<file path="src/rtl/mmnst_pkg.sv">
// Shared types and constants for the min-max normalising score table.
package mmnst_pkg;

   // Fraction bits of the fixed-point score format.
   localparam int FRAC_BITS = 16;
   // Width of the table key field.
   localparam int KEY_BITS = 6;
   // Width of the value returned by a read.
   localparam int RSP_BITS = 32;

   typedef enum logic [2:0] {
      CMD_INSERT       = 3'd0,
      CMD_INSERT_WORST = 3'd1,
      CMD_CLEAR        = 3'd2,
      CMD_NORMALIZE    = 3'd3,
      CMD_READ         = 3'd4
   } cmd_type;

   // Control handed from the sequencer to the shared divider.
   typedef struct packed {
      logic start;
      logic negative;
   } div_ctrl_type;

endpackage

</file>
<file path="src/rtl/mmnst_divider.sv">
// Iterative restoring divider giving a saturated signed fixed-point quotient.
module mmnst_divider
   import mmnst_pkg::*;
#(
   parameter int VALUE_BITS = 32
) (
   input  logic                  clock,
   input  logic                  reset,
   input  div_ctrl_type          ctrl,
   input  logic [VALUE_BITS-1:0] numerator,
   input  logic [VALUE_BITS-1:0] denominator,
   output logic                  done,
   output logic [VALUE_BITS-1:0] quotient
);

   localparam int QUO_BITS = VALUE_BITS + FRAC_BITS;
   localparam int CNT_BITS = $clog2(QUO_BITS + 1);
   localparam logic [VALUE_BITS-1:0] VAL_MAXPOS = {1'b0, {(VALUE_BITS-1){1'b1}}};
   localparam logic [VALUE_BITS-1:0] VAL_MINNEG = {1'b1, {(VALUE_BITS-1){1'b0}}};

   logic                  run_ff;
   logic                  fin_ff;
   logic                  done_ff;
   logic                  neg_ff;
   logic [CNT_BITS-1:0]   cnt_ff;
   logic [VALUE_BITS-1:0] rem_ff;
   logic [VALUE_BITS-1:0] rem_in;
   logic [VALUE_BITS-1:0] den_ff;
   logic [QUO_BITS-1:0]   quo_ff;
   logic [QUO_BITS-1:0]   quo_in;
   logic [VALUE_BITS-1:0] result_ff;
   logic [VALUE_BITS-1:0] result_in;
   logic [VALUE_BITS:0]   shifted;
   logic [VALUE_BITS:0]   trial;
   logic                  fits;
   logic                  sat;
   logic [VALUE_BITS-1:0] mag;
   logic [VALUE_BITS-1:0] neg_mag;

   // One quotient bit per cycle; the dividend shifts out of the top of the quotient register.
   always_comb begin
      shifted = {rem_ff, quo_ff[QUO_BITS-1]};
      trial   = shifted - {1'b0, den_ff};
      fits    = shifted >= {1'b0, den_ff};
      rem_in  = fits ? trial[VALUE_BITS-1:0] : shifted[VALUE_BITS-1:0];
      quo_in  = {quo_ff[QUO_BITS-2:0], fits};
      sat     = |quo_ff[QUO_BITS-1:VALUE_BITS-1];
      mag     = quo_ff[VALUE_BITS-1:0];
      neg_mag = -mag;
      if (sat) begin
         result_in = neg_ff ? VAL_MINNEG : VAL_MAXPOS;
      end else begin
         result_in = neg_ff ? neg_mag : mag;
      end
   end

   always_ff @(posedge clock) begin
      if (reset) begin
         run_ff  <= 1'b0;
         fin_ff  <= 1'b0;
         done_ff <= 1'b0;
      end else begin
         done_ff <= 1'b0;
         fin_ff  <= 1'b0;
         if (ctrl.start) begin
            run_ff <= 1'b1;
            cnt_ff <= CNT_BITS'(QUO_BITS);
            rem_ff <= '0;
            quo_ff <= {numerator, {FRAC_BITS{1'b0}}};
            den_ff <= denominator;
            neg_ff <= ctrl.negative;
         end else if (run_ff) begin
            rem_ff <= rem_in;
            quo_ff <= quo_in;
            cnt_ff <= cnt_ff - CNT_BITS'(1);
            if (cnt_ff == CNT_BITS'(1)) begin
               run_ff <= 1'b0;
               fin_ff <= 1'b1;
            end
         end else if (fin_ff) begin
            result_ff <= result_in;
            done_ff   <= 1'b1;
         end
      end
   end

   assign done     = done_ff;
   assign quotient = result_ff;

endmodule

</file>
<file path="src/rtl/min_max_normalizing_score_table.sv">
// Top level of the min-max normalising score table: command sequencer, store and registers.
//
// Usage. A command is presented on req_command, req_key and req_value and is taken at a
// clock edge where req_start is high and busy is low. Every command yields exactly one
// result transfer: rsp_valid is high for one cycle with rsp_read_value, rsp_present and
// rsp_zero_range, and the receiver must take it then, as it cannot hold results off.
// Insert, insert-worst, clear and unknown commands keep busy low and answer in the cycle
// after the transfer, so one such command may be given every cycle. A read raises busy
// for one cycle and answers through the registered read port of the score memory and
// then the result register. Normalise walks the whole table one entry at a time through
// the shared divider: an entry that is absent, or any entry when the range is empty,
// passes the issue, load and next steps, and a present entry also the start and divide
// steps; the result is registered from the last entry's next step. The csr_ channel
// writes high_is_good and is always ready; the user must write it only while the block
// is quiet, which the block itself does not enforce. Reset is synchronous: it drops
// every entry, returns the minimum to the most positive and the maximum to the most
// negative value, sets high_is_good and aborts any walk. Stored scores are not cleared.
module min_max_normalizing_score_table
   import mmnst_pkg::*;
#(
   parameter int TABLE_DEPTH = 64,
   parameter int VALUE_BITS  = 32
) (
   input  logic                         clock,
   input  logic                         reset,
   input  logic                         req_start,
   output logic                         busy,
   input  logic [2:0]                   req_command,
   input  logic [KEY_BITS-1:0]          req_key,
   input  logic signed [VALUE_BITS-1:0] req_value,
   output logic                         rsp_valid,
   output logic signed [RSP_BITS-1:0]   rsp_read_value,
   output logic                         rsp_present,
   output logic                         rsp_zero_range,
   input  logic                         csr_valid,
   output logic                         csr_ready,
   input  logic                         csr_high_is_good
);

   localparam int ADDR_BITS = $clog2(TABLE_DEPTH);
   localparam logic [ADDR_BITS-1:0] LAST_ADDR = ADDR_BITS'(TABLE_DEPTH - 1);
   localparam logic [VALUE_BITS-1:0] VAL_MAXPOS = {1'b0, {(VALUE_BITS-1){1'b1}}};
   localparam logic [VALUE_BITS-1:0] VAL_MINNEG = {1'b1, {(VALUE_BITS-1){1'b0}}};
   // The worst score when low is good is 1.0, clipped where it does not fit the width.
   localparam logic [VALUE_BITS-1:0] ONE_SAT =
      (VALUE_BITS > FRAC_BITS + 1) ? (VALUE_BITS'(1) << FRAC_BITS) : VAL_MAXPOS;

   typedef enum logic [2:0] {
      S_IDLE,
      S_READ,
      S_ISSUE,
      S_LOAD,
      S_START,
      S_DIV,
      S_NEXT
   } state_type;

   state_type                    state_ff, state_in;
   logic                         high_ff;
   logic signed [VALUE_BITS-1:0] max_ff, max_in;
   logic signed [VALUE_BITS-1:0] min_ff, min_in;
   logic [TABLE_DEPTH-1:0]       valid_ff, valid_in;
   logic [ADDR_BITS-1:0]         idx_ff, idx_in;
   logic                         zr_ff, zr_in;
   logic [VALUE_BITS-1:0]        den_ff, den_in;
   logic signed [VALUE_BITS:0]   diff_ff, diff_in;
   logic                         rd_present_ff, rd_present_in;
   logic                         rsp_valid_ff, rsp_valid_in;
   logic [RSP_BITS-1:0]          rsp_value_ff, rsp_value_in;
   logic                         rsp_present_ff, rsp_present_in;
   logic                         rsp_zr_ff, rsp_zr_in;

   // Score memory: one write and one registered read per cycle.
   logic [VALUE_BITS-1:0]        score_store_ff [TABLE_DEPTH];
   logic [VALUE_BITS-1:0]        store_q_ff;
   logic [ADDR_BITS-1:0]         rd_addr;
   logic                         we;
   logic [ADDR_BITS-1:0]         waddr;
   logic [VALUE_BITS-1:0]        wdata;

   logic                         accept;
   logic [ADDR_BITS-1:0]         req_addr;
   logic                         key_ok;
   logic signed [VALUE_BITS-1:0] ins_val;
   logic signed [VALUE_BITS:0]   q_ext;
   logic signed [VALUE_BITS:0]   min_ext;
   logic signed [VALUE_BITS:0]   max_ext;
   logic [VALUE_BITS:0]          diff_neg;
   logic [VALUE_BITS-1:0]        numerator;
   div_ctrl_type                 div_ctrl;
   logic                         div_done;
   logic [VALUE_BITS-1:0]        div_quotient;

   assign busy      = (state_ff != S_IDLE);
   assign accept    = req_start && !busy;
   assign csr_ready = 1'b1;
   assign req_addr  = ADDR_BITS'(req_key);
   // A key beyond the table never stores or reads, though an insert still moves min and max.
   assign key_ok    = int'(req_key) < TABLE_DEPTH;
   assign ins_val   = (req_command == CMD_INSERT) ? req_value : (high_ff ? '0 : ONE_SAT);

   assign q_ext     = {store_q_ff[VALUE_BITS-1], store_q_ff};
   assign min_ext   = {min_ff[VALUE_BITS-1], min_ff};
   assign max_ext   = {max_ff[VALUE_BITS-1], max_ff};
   // The divider works on the magnitude; the sign travels with the start request.
   assign diff_neg  = -diff_ff;
   assign numerator = diff_ff[VALUE_BITS] ? diff_neg[VALUE_BITS-1:0] : diff_ff[VALUE_BITS-1:0];

   mmnst_divider #(
      .VALUE_BITS (VALUE_BITS)
   ) u_divider (
      .clock       (clock),
      .reset       (reset),
      .ctrl        (div_ctrl),
      .numerator   (numerator),
      .denominator (den_ff),
      .done        (div_done),
      .quotient    (div_quotient)
   );

   always_comb begin
      state_in       = state_ff;
      max_in         = max_ff;
      min_in         = min_ff;
      valid_in       = valid_ff;
      idx_in         = idx_ff;
      zr_in          = zr_ff;
      den_in         = den_ff;
      diff_in        = diff_ff;
      rd_present_in  = rd_present_ff;
      rsp_valid_in   = 1'b0;
      rsp_value_in   = '0;
      rsp_present_in = 1'b0;
      rsp_zr_in      = 1'b0;
      rd_addr        = idx_ff;
      we             = 1'b0;
      waddr          = idx_ff;
      wdata          = '0;
      div_ctrl       = '0;

      unique case (state_ff)
         S_IDLE: begin
            rd_addr = req_addr;
            if (accept) begin
               unique case (req_command) inside
                  CMD_INSERT, CMD_INSERT_WORST: begin
                     rsp_valid_in = 1'b1;
                     if (key_ok) begin
                        we                 = 1'b1;
                        waddr              = req_addr;
                        wdata              = ins_val;
                        valid_in[req_addr] = 1'b1;
                     end
                     // Ties update too, which changes nothing.
                     if (ins_val >= max_ff) begin
                        max_in = ins_val;
                     end
                     if (ins_val <= min_ff) begin
                        min_in = ins_val;
                     end
                  end
                  CMD_CLEAR: begin
                     rsp_valid_in = 1'b1;
                     valid_in     = '0;
                  end
                  CMD_NORMALIZE: begin
                     idx_in   = '0;
                     zr_in    = (max_ff <= min_ff);
                     den_in   = VALUE_BITS'(max_ff - min_ff);
                     state_in = S_ISSUE;
                  end
                  CMD_READ: begin
                     rd_present_in = key_ok && valid_ff[req_addr];
                     state_in      = S_READ;
                  end
                  default: begin
                     rsp_valid_in = 1'b1;
                  end
               endcase
            end
         end
         S_READ: begin
            rsp_valid_in   = 1'b1;
            rsp_value_in   = rd_present_ff ? RSP_BITS'(store_q_ff) : '0;
            rsp_present_in = rd_present_ff;
            state_in       = S_IDLE;
         end
         S_ISSUE: begin
            state_in = S_LOAD;
         end
         S_LOAD: begin
            if (!valid_ff[idx_ff]) begin
               state_in = S_NEXT;
            end else if (zr_ff) begin
               we       = 1'b1;
               state_in = S_NEXT;
            end else begin
               diff_in  = high_ff ? (q_ext - min_ext) : (max_ext - q_ext);
               state_in = S_START;
            end
         end
         S_START: begin
            div_ctrl.start    = 1'b1;
            div_ctrl.negative = diff_ff[VALUE_BITS];
            state_in          = S_DIV;
         end
         S_DIV: begin
            if (div_done) begin
               we       = 1'b1;
               wdata    = div_quotient;
               state_in = S_NEXT;
            end
         end
         S_NEXT: begin
            if (idx_ff == LAST_ADDR) begin
               rsp_valid_in = 1'b1;
               rsp_zr_in    = zr_ff;
               state_in     = S_IDLE;
            end else begin
               idx_in   = idx_ff + ADDR_BITS'(1);
               state_in = S_ISSUE;
            end
         end
         default: begin
            state_in = S_IDLE;
         end
      endcase
   end

   always_ff @(posedge clock) begin
      if (reset) begin
         state_ff     <= S_IDLE;
         high_ff      <= 1'b1;
         max_ff       <= VAL_MINNEG;
         min_ff       <= VAL_MAXPOS;
         valid_ff     <= '0;
         rsp_valid_ff <= 1'b0;
      end else begin
         state_ff     <= state_in;
         max_ff       <= max_in;
         min_ff       <= min_in;
         valid_ff     <= valid_in;
         rsp_valid_ff <= rsp_valid_in;
         if (csr_valid && csr_ready) begin
            high_ff <= csr_high_is_good;
         end
      end
      idx_ff         <= idx_in;
      zr_ff          <= zr_in;
      den_ff         <= den_in;
      diff_ff        <= diff_in;
      rd_present_ff  <= rd_present_in;
      rsp_value_ff   <= rsp_value_in;
      rsp_present_ff <= rsp_present_in;
      rsp_zr_ff      <= rsp_zr_in;
   end

   always_ff @(posedge clock) begin
      if (we) begin
         score_store_ff[waddr] <= wdata;
      end
      store_q_ff <= score_store_ff[rd_addr];
   end

   assign rsp_valid      = rsp_valid_ff;
   assign rsp_read_value = rsp_value_ff;
   assign rsp_present    = rsp_present_ff;
   assign rsp_zero_range = rsp_zr_ff;

   // A result is only ever shown once the sequencer has gone back to idle.
   assert property (@(posedge clock) disable iff (reset) rsp_valid |-> !busy)
      else $error("result shown while the sequencer is busy");

   // The flags only ever accompany a result transfer.
   assert property (@(posedge clock) disable iff (reset)
      (rsp_present || rsp_zero_range) |-> rsp_valid)
      else $error("result flag raised without a result strobe");

   // The divider only finishes while the walk is waiting for it.
   assert property (@(posedge clock) disable iff (reset) div_done |-> (state_ff == S_DIV))
      else $error("divider finished outside the divide step");

   // A read holds off further commands for its memory access.
   assert property (@(posedge clock) disable iff (reset)
      (accept && (req_command == CMD_READ)) |=> busy)
      else $error("read accepted without raising busy");

endmodule
</file>
<file path="config.mk">
export PLATFORM = sky130hd
export DESIGN_NAME = min_max_normalizing_score_table
export DESIGN_NICKNAME = d
export VERILOG_FILES = /design/src/rtl/mmnst_pkg.sv /design/src/rtl/mmnst_divider.sv /design/src/rtl/min_max_normalizing_score_table.sv
export SDC_FILE = /design/constraint.sdc
export NUM_CORES = 2
export LEC_CHECK = 0
export BUFFER_PORTS_ARGS = -buffer_cell sky130_fd_sc_hd__buf_2
export CAP_MARGIN = 30
export CORE_ASPECT_RATIO = 0.75
export CORE_UTILIZATION = 34
export DETAILED_ROUTE_END_ITERATION = 10
export HOLD_SLACK_MARGIN = 0.15
export PLACE_DENSITY = 0.59
export SLEW_MARGIN = 20
export SYNTH_ARGS = -nofsm -noshare
export SYNTH_HDL_FRONTEND = slang
export SYNTH_HIERARCHICAL = 1
export SYNTH_SLANG_ARGS = --single-unit
</file>
<file path="constraint.sdc">
create_clock -name clock -period 6.1 [get_ports clock]
set_input_delay 0.61 -clock clock [delete_from_list [all_inputs] [get_ports clock]]
set_output_delay 0.61 -clock clock [all_outputs]
set_load 0.05 [all_outputs]
</file>
-- Word level (Yosys, flattened, before mapping)
Memory sizes are Yosys's and may differ from the RTL's. A register that Yosys moved wholly into a read port is not among the register bits.
Cells that the tools add are included.
- register bits after elaboration: 394
- bits in writable memories: 2048
- input bits: 46
- logic and storage cells: 145
- memories kept: 1
- add/subtract/negate cells: 8
- $lt $le $gt $ge: 7
- eq/ne operators: 17
- mux-type cells: 56
- bitwise operators: 5
- reductions and logical operators: 27
- memory list (memory ; words ; bits a word ; read ports ; clocked after Yosys merged registers in ; wr ports ; line ; RTL):
    score_store_ff ; 64 ; 32 ; 1 ; 1 ; 1 ; min_max_normalizing_score_table.sv:74 ; logic [VALUE_BITS-1:0] score_store_ff [TABLE_DEPTH];
- operators by type and width (kind ; number):
    32-bit two-way mux ; 10
    64-bit one-hot mux with 2 select lines ; 1
    48-bit two-way mux ; 2
    32-bit by 32-bit subtractor with 33-bit output ; 2
    32-bit less-or-equal comparator ; 2
    32-bit negation ; 2
    64-bit OR ; 1
    32-bit one-hot mux with 2 select lines ; 1
    32-bit subtractor ; 2
    6-bit two-way mux ; 8
    33-bit by 32-bit greater-or-equal comparator with 1-bit output ; 1
    33-bit two-way mux ; 1
    32-bit greater-or-equal comparator ; 1
    1-bit two-way mux ; 18
    3-bit one-hot mux with 6 select lines ; 1
    17-bit two-way mux ; 1
    17-bit OR reduction ; 1
    4-bit AND reduction ; 4
    3-bit AND reduction ; 5
    6-bit by 7-bit < comparator with 1-bit output, second input constant ; 2
    1-bit binary-select mux with 6-bit select ; 2
    3-bit by 2-bit equality test with 1-bit output, second input constant ; 4
    3-bit equality test, second input constant ; 4
    6-bit one-hot mux with 2 select lines ; 1
    23 further kinds ; 43

-- Logic depth before layout (Yosys ltp)
- word-level depth: 7
- mapped depth: 15
- depth with buffers taken out: 13

-- Hierarchy
Netlist, hierarchy kept.
- by module, submodules not included (module ; instances ; cells each ; area each (um2) ; seq. area each (um2)):
    min_max_normalizing_score_table ; 1 ; 8109 ; 98685.9 ; 67674.9
    mmnst_divider ; 1 ; 781 ; 8640.8 ; 4594.4

-- Worst setup path after synthesis
OpenSTA, ideal clock, no wires.
- kind: register to register
- start point: reg state_ff[2]
- end point: reg u_divider.cnt_ff[0] (enable)
- library setup time: 0.531 ns
- data arrival time: 5.011 ns
- required time: 5.569 ns
- path slack: 0.558 ns
- cell stages (with the launch flop): 7
- period minus slack after synthesis: 5.542 ns
- cell sequence: dfxtp_1 -> clkbuf_1 -> nor3b_1 -> clkbuf_1 -> clkbuf_1 -> nor2_1 -> nor2_1
- RTL lines (what ; line ; RTL):
    start, declared ; min_max_normalizing_score_table.sv:58 ; state_type state_ff, state_in;
    start signal, assigned ; min_max_normalizing_score_table.sv:239 ; state_ff <= state_in;
    end signal, assigned ; mmnst_divider.sv:67 ; cnt_ff <= CNT_BITS'(QUO_BITS);
    end signal, assigned ; mmnst_divider.sv:75 ; cnt_ff <= cnt_ff - CNT_BITS'(1);
    end, declared ; mmnst_divider.sv:25 ; logic [CNT_BITS-1:0] cnt_ff;

-- Final worst setup path
- start point: reg state_ff[2]
- end point: mem score_store_ff[49][16] (enable)
- word-level cells in the longest chain between the ends: 7
- RTL lines (what ; line ; RTL):
    3-bit nonzero test ; min_max_normalizing_score_table.sv:94 ; assign busy = (state_ff != S_IDLE);
    1-bit zero test ; min_max_normalizing_score_table.sv:95 ; assign accept = req_start && !busy;
    1-bit logical AND ; min_max_normalizing_score_table.sv:95 ;
    1-bit two-way mux ; min_max_normalizing_score_table.sv:144 ; if (accept) begin
    1-bit one-hot mux with 3 select lines ; min_max_normalizing_score_table.sv:141 ; unique case (state_ff)
    1-bit two-way mux ; min_max_normalizing_score_table.sv:259 ; if (we) begin
    1-bit two-way mux (implied by the code) ; min_max_normalizing_score_table.sv:260 ; score_store_ff[waddr] <= wdata;
    end, declared ; min_max_normalizing_score_table.sv:74 ;
Parallel ways exist; a longest one is shown, timed or not.

==> impl_metrics.yaml <==
status:
  status: "completed"
synth:
  synth_enable_flop_cells: 2272
  synth_seq_cells: 2474
  netlist_area_um2: 107000
  synth_area_leaders: "edfxtp_1 (64%), nand2_1 (7.7%), dfxtp_1 (3.8%), a311oi_1 (3.2%), nand3_1 (2.6%)"
  postSynthCellCount: 8890
  synth_flop_cell: "edfxtp_1"
  yosysSeqAreaShare_pct: 67.3
  synthTopCellsByCount: "edfxtp_1 (2272), nand2_1 (2213), nand3_1 (561), clkbuf_1 (445), a311oi_1 (391)"
  synth_top_area_share_pct: 63.6
  synth.most_common_cell: "edfxtp_1"
  synth_top_area_cell: "edfxtp_1"
  synth.net_count: 9135
  yosysWarnings: 6
  synthArstFlopShare_pct: 0
  ys_types: 88
  synth.avg_cell_area_um2: 12.1
die:
  initial_core_util_pct: 34.2
  ioPinCount: 83
  core-area_um2: 314000
  dieArea_um2: 318000
  die_x_um: 651
  row_count: 178
  die-height_um: 489
timing:
  relSlewSlack_pct: 26.4
  clock.fmax_mhz: 214
  tightest_slew_ns: 1.09
  tns_ns: 0
  fin_crit_sh_pct: 76.7
  setup-violations-final: 0
  rsz0062_at_grt: "false"
  hold_violations: 0
  fin_skew_ns: 0.0964
  period_minus_slack_ns: 4.68
  slew_violations: 0
final_layout:
  drive_gt1_share_pct: 10.0
  num-fill-cells: 29404
  syn_to_final_growth_pct: 13.5
  nNetsFinal: 9178
cts:
  cts_buffers: 230
  cts_setup_buffers: 0
  cts-root-buf: "clkbuf_16"
  htreeDepth: 4
  clk_pin_slew_ns: 0.07
  ctsLongestPathBuffers: 4
  cts_sinks: 2474
  clk_latency_ns: 0.91
  cts_tree: "done"
  cts_resized: 0
worst_setup_path:
  endpoint: "score_store_ff[49][16]"
  required_ns: 6.67
  worstSetupStartpointType: "register"
  worst_r2r_path_depth: 9
  startpoint: "state_ff[2]"
  slowest_delay_ns: 0.81
  crit_chain: "nor3_2 > buf_4 > nand2_1 > nor2_1 > nand2_1 > nor2_1 > a22oi_4 > nor2_4 > buf_4"
  path_max_fanout: 17
  slowest_stage: "nor2_4"
  worst-setup-path-type: "reg -> reg"
  r2r_start: "state_ff[2]"
  r2r_slack_ns: 1.42
  worstPathArrival_ns: 5.25
  cp-end-kind: "register"
  rr_endpoint: "score_store_ff[49][16]"
power_and_ir_drop:
  max-vdd-ir-drop_mv: 0.237
  finalPower_mw: 37.2
  powerDensity_nw_per_um2: 305
  leakage_nw: 43.1
drt:
  wl_per_cell_um: 25.2
  dr.pass1.iters: 8
  viasPerCell: 5.59
  via_count: 74118
  ant_nets: 0
  totalWireLength_mm: 334
  post-route-drc-count: 0
  drt_iter0_drc: 10181
placement:
  io_buffer_count: 81
  dp.final_hpwl_mm: 211
  place.gp.congestion: 0.899
job:
  drv_cap: 0
global_routing:
  grt_pass1_wl_mm: 482
  antenna_found_initial: 46
  track_usage_pct: 20.4
  grt_pass1_vias: 69435
  grt_overflow: 0
  grt_max_degree: 136
hold_path:
  hold_path_class: "in -> reg"
## routing by layer
layer	share of wire, %	vias to the layer above	wire [um]	global-route usage (%)
li1	-	32956	-	-
met1	46	37085	152000	31.2
met2	42	3580	139000	29.2
met3	10	485	33900	3.92
met4	2.8	12	9330	5.46
met5	0.025	-	83	0
## state kept, by name, summed over array words and instances, names as in the netlist, 3 cells and up
name                cells
u_divider/cnt_ff        6
max_ff                 32
u_divider/rem_ff       32
state_ff                3
diff_ff                33
valid_ff               64
u_divider/quo_ff       48
score_store_ff       2048
den_ff                 32
store_q_ff             32
rsp_read_value         32
u_divider/quotient     32
min_ff                 32
u_divider/den_ff       32
idx_ff                  6
## metrics by stage
step	hold WS, ns	utilization [%]	setup slack [ns]	area [um2]	std cells
floorplan	0.400	-	0.558	107000	8890
global placement	0.404	36.3	0.727	114000	12802
detailed placement	0.405	36.5	0.731	114000	12832
CTS	0.159	38.8	1.48	122000	13248
global route	0.167	38.8	1.26	122000	13261
finish	0.232	38.8	1.42	122000	13262
## critical path, delay by kind of cell, from the launching register on
kind | cells | cell delay (ns)
DFF | 1 | 0.44
and+or+nand+nor | 6 | 2.76
buffers and inverters | 2 | 0.71
AOI/OAI and AO/OA | 1 | 0.39
## cell usage in the layout (no fill, tap or decap), types with 84 or more instances in the layout
cell type  count
buf_4        225
ha_1         195
buf_2         84
edfxtp_1    2272
o21ai_0      110
xnor2_1       98
nand2_1     2212
inv_1        170
and3_1       275
a31oi_1      160
nand3_1      561
a21oi_1      374
clkbuf_16    235
dfxtp_1      202
a211oi_1     110
nor2_1       280
a311oi_1     391
## layout make-up
cell class / count / area [um2] / area share (%)
Sequential cell: 2474 / 72300 / 59.3
Multi-Input combinational cell: 5676 / 33000 / 27.0
Clock buffer: 289 / 6150 / 5.05
Tap cell: 4140 / 5180 / 4.25
Timing Repair Buffer: 379 / 3530 / 2.89
Clock inverter: 124 / 1110 / 0.913
Inverter: 172 / 646 / 0.530
Antenna cell: 8 / 20.0 / 0.0164
## power by group
part | switching [mW] | leakage, nW | total [mW] | internal (mW)
registers | 0.194 | 22.9 | 18.6 | 18.4
logic | 2.98 | 16.7 | 4.26 | 1.28
clock network | 6.37 | 3.54 | 14.3 | 7.95
## what timing repair did
item / 4_1_cts / 5_1_grt
setup endpoints to repair: 0 / 0
hold endpoints to repair: 2 / 0
hold buffers: 3 / 0
## worst min path at each step
stage	cells past startpoint	endpoint	startpoint
finish	3	max_ff[0]	req_value[0]
global route	3	max_ff[0]	req_value[0]
detailed placement	0	u_divider/den_ff[29]	den_ff[29]
CTS	3	max_ff[0]	req_value[0]
global placement	0	u_divider/den_ff[4]	den_ff[4]
floorplan	0	u_divider/den_ff[0]	den_ff[0]
## cell families (layout without fill, tap and decap cells)
family | Yosys count | after routing | synth area share, %
AO/OA/AOI/OAI | 1449 | 1449 | 9.55
buffers and inverters | 740 | 964 | 2.66
AND/OR/NAND/NOR | 3735 | 3735 | 15.2
adder cells (fa/ha/maj) | 199 | 199 | 2.35
flip-flops | 2474 | 2474 | 67.3
other | 1 | 9 | 0.00349
XOR/XNOR | 145 | 145 | 1.18
multiplexers | 147 | 147 | 1.71
No activity file was read; power rests on OpenSTA's default activity.
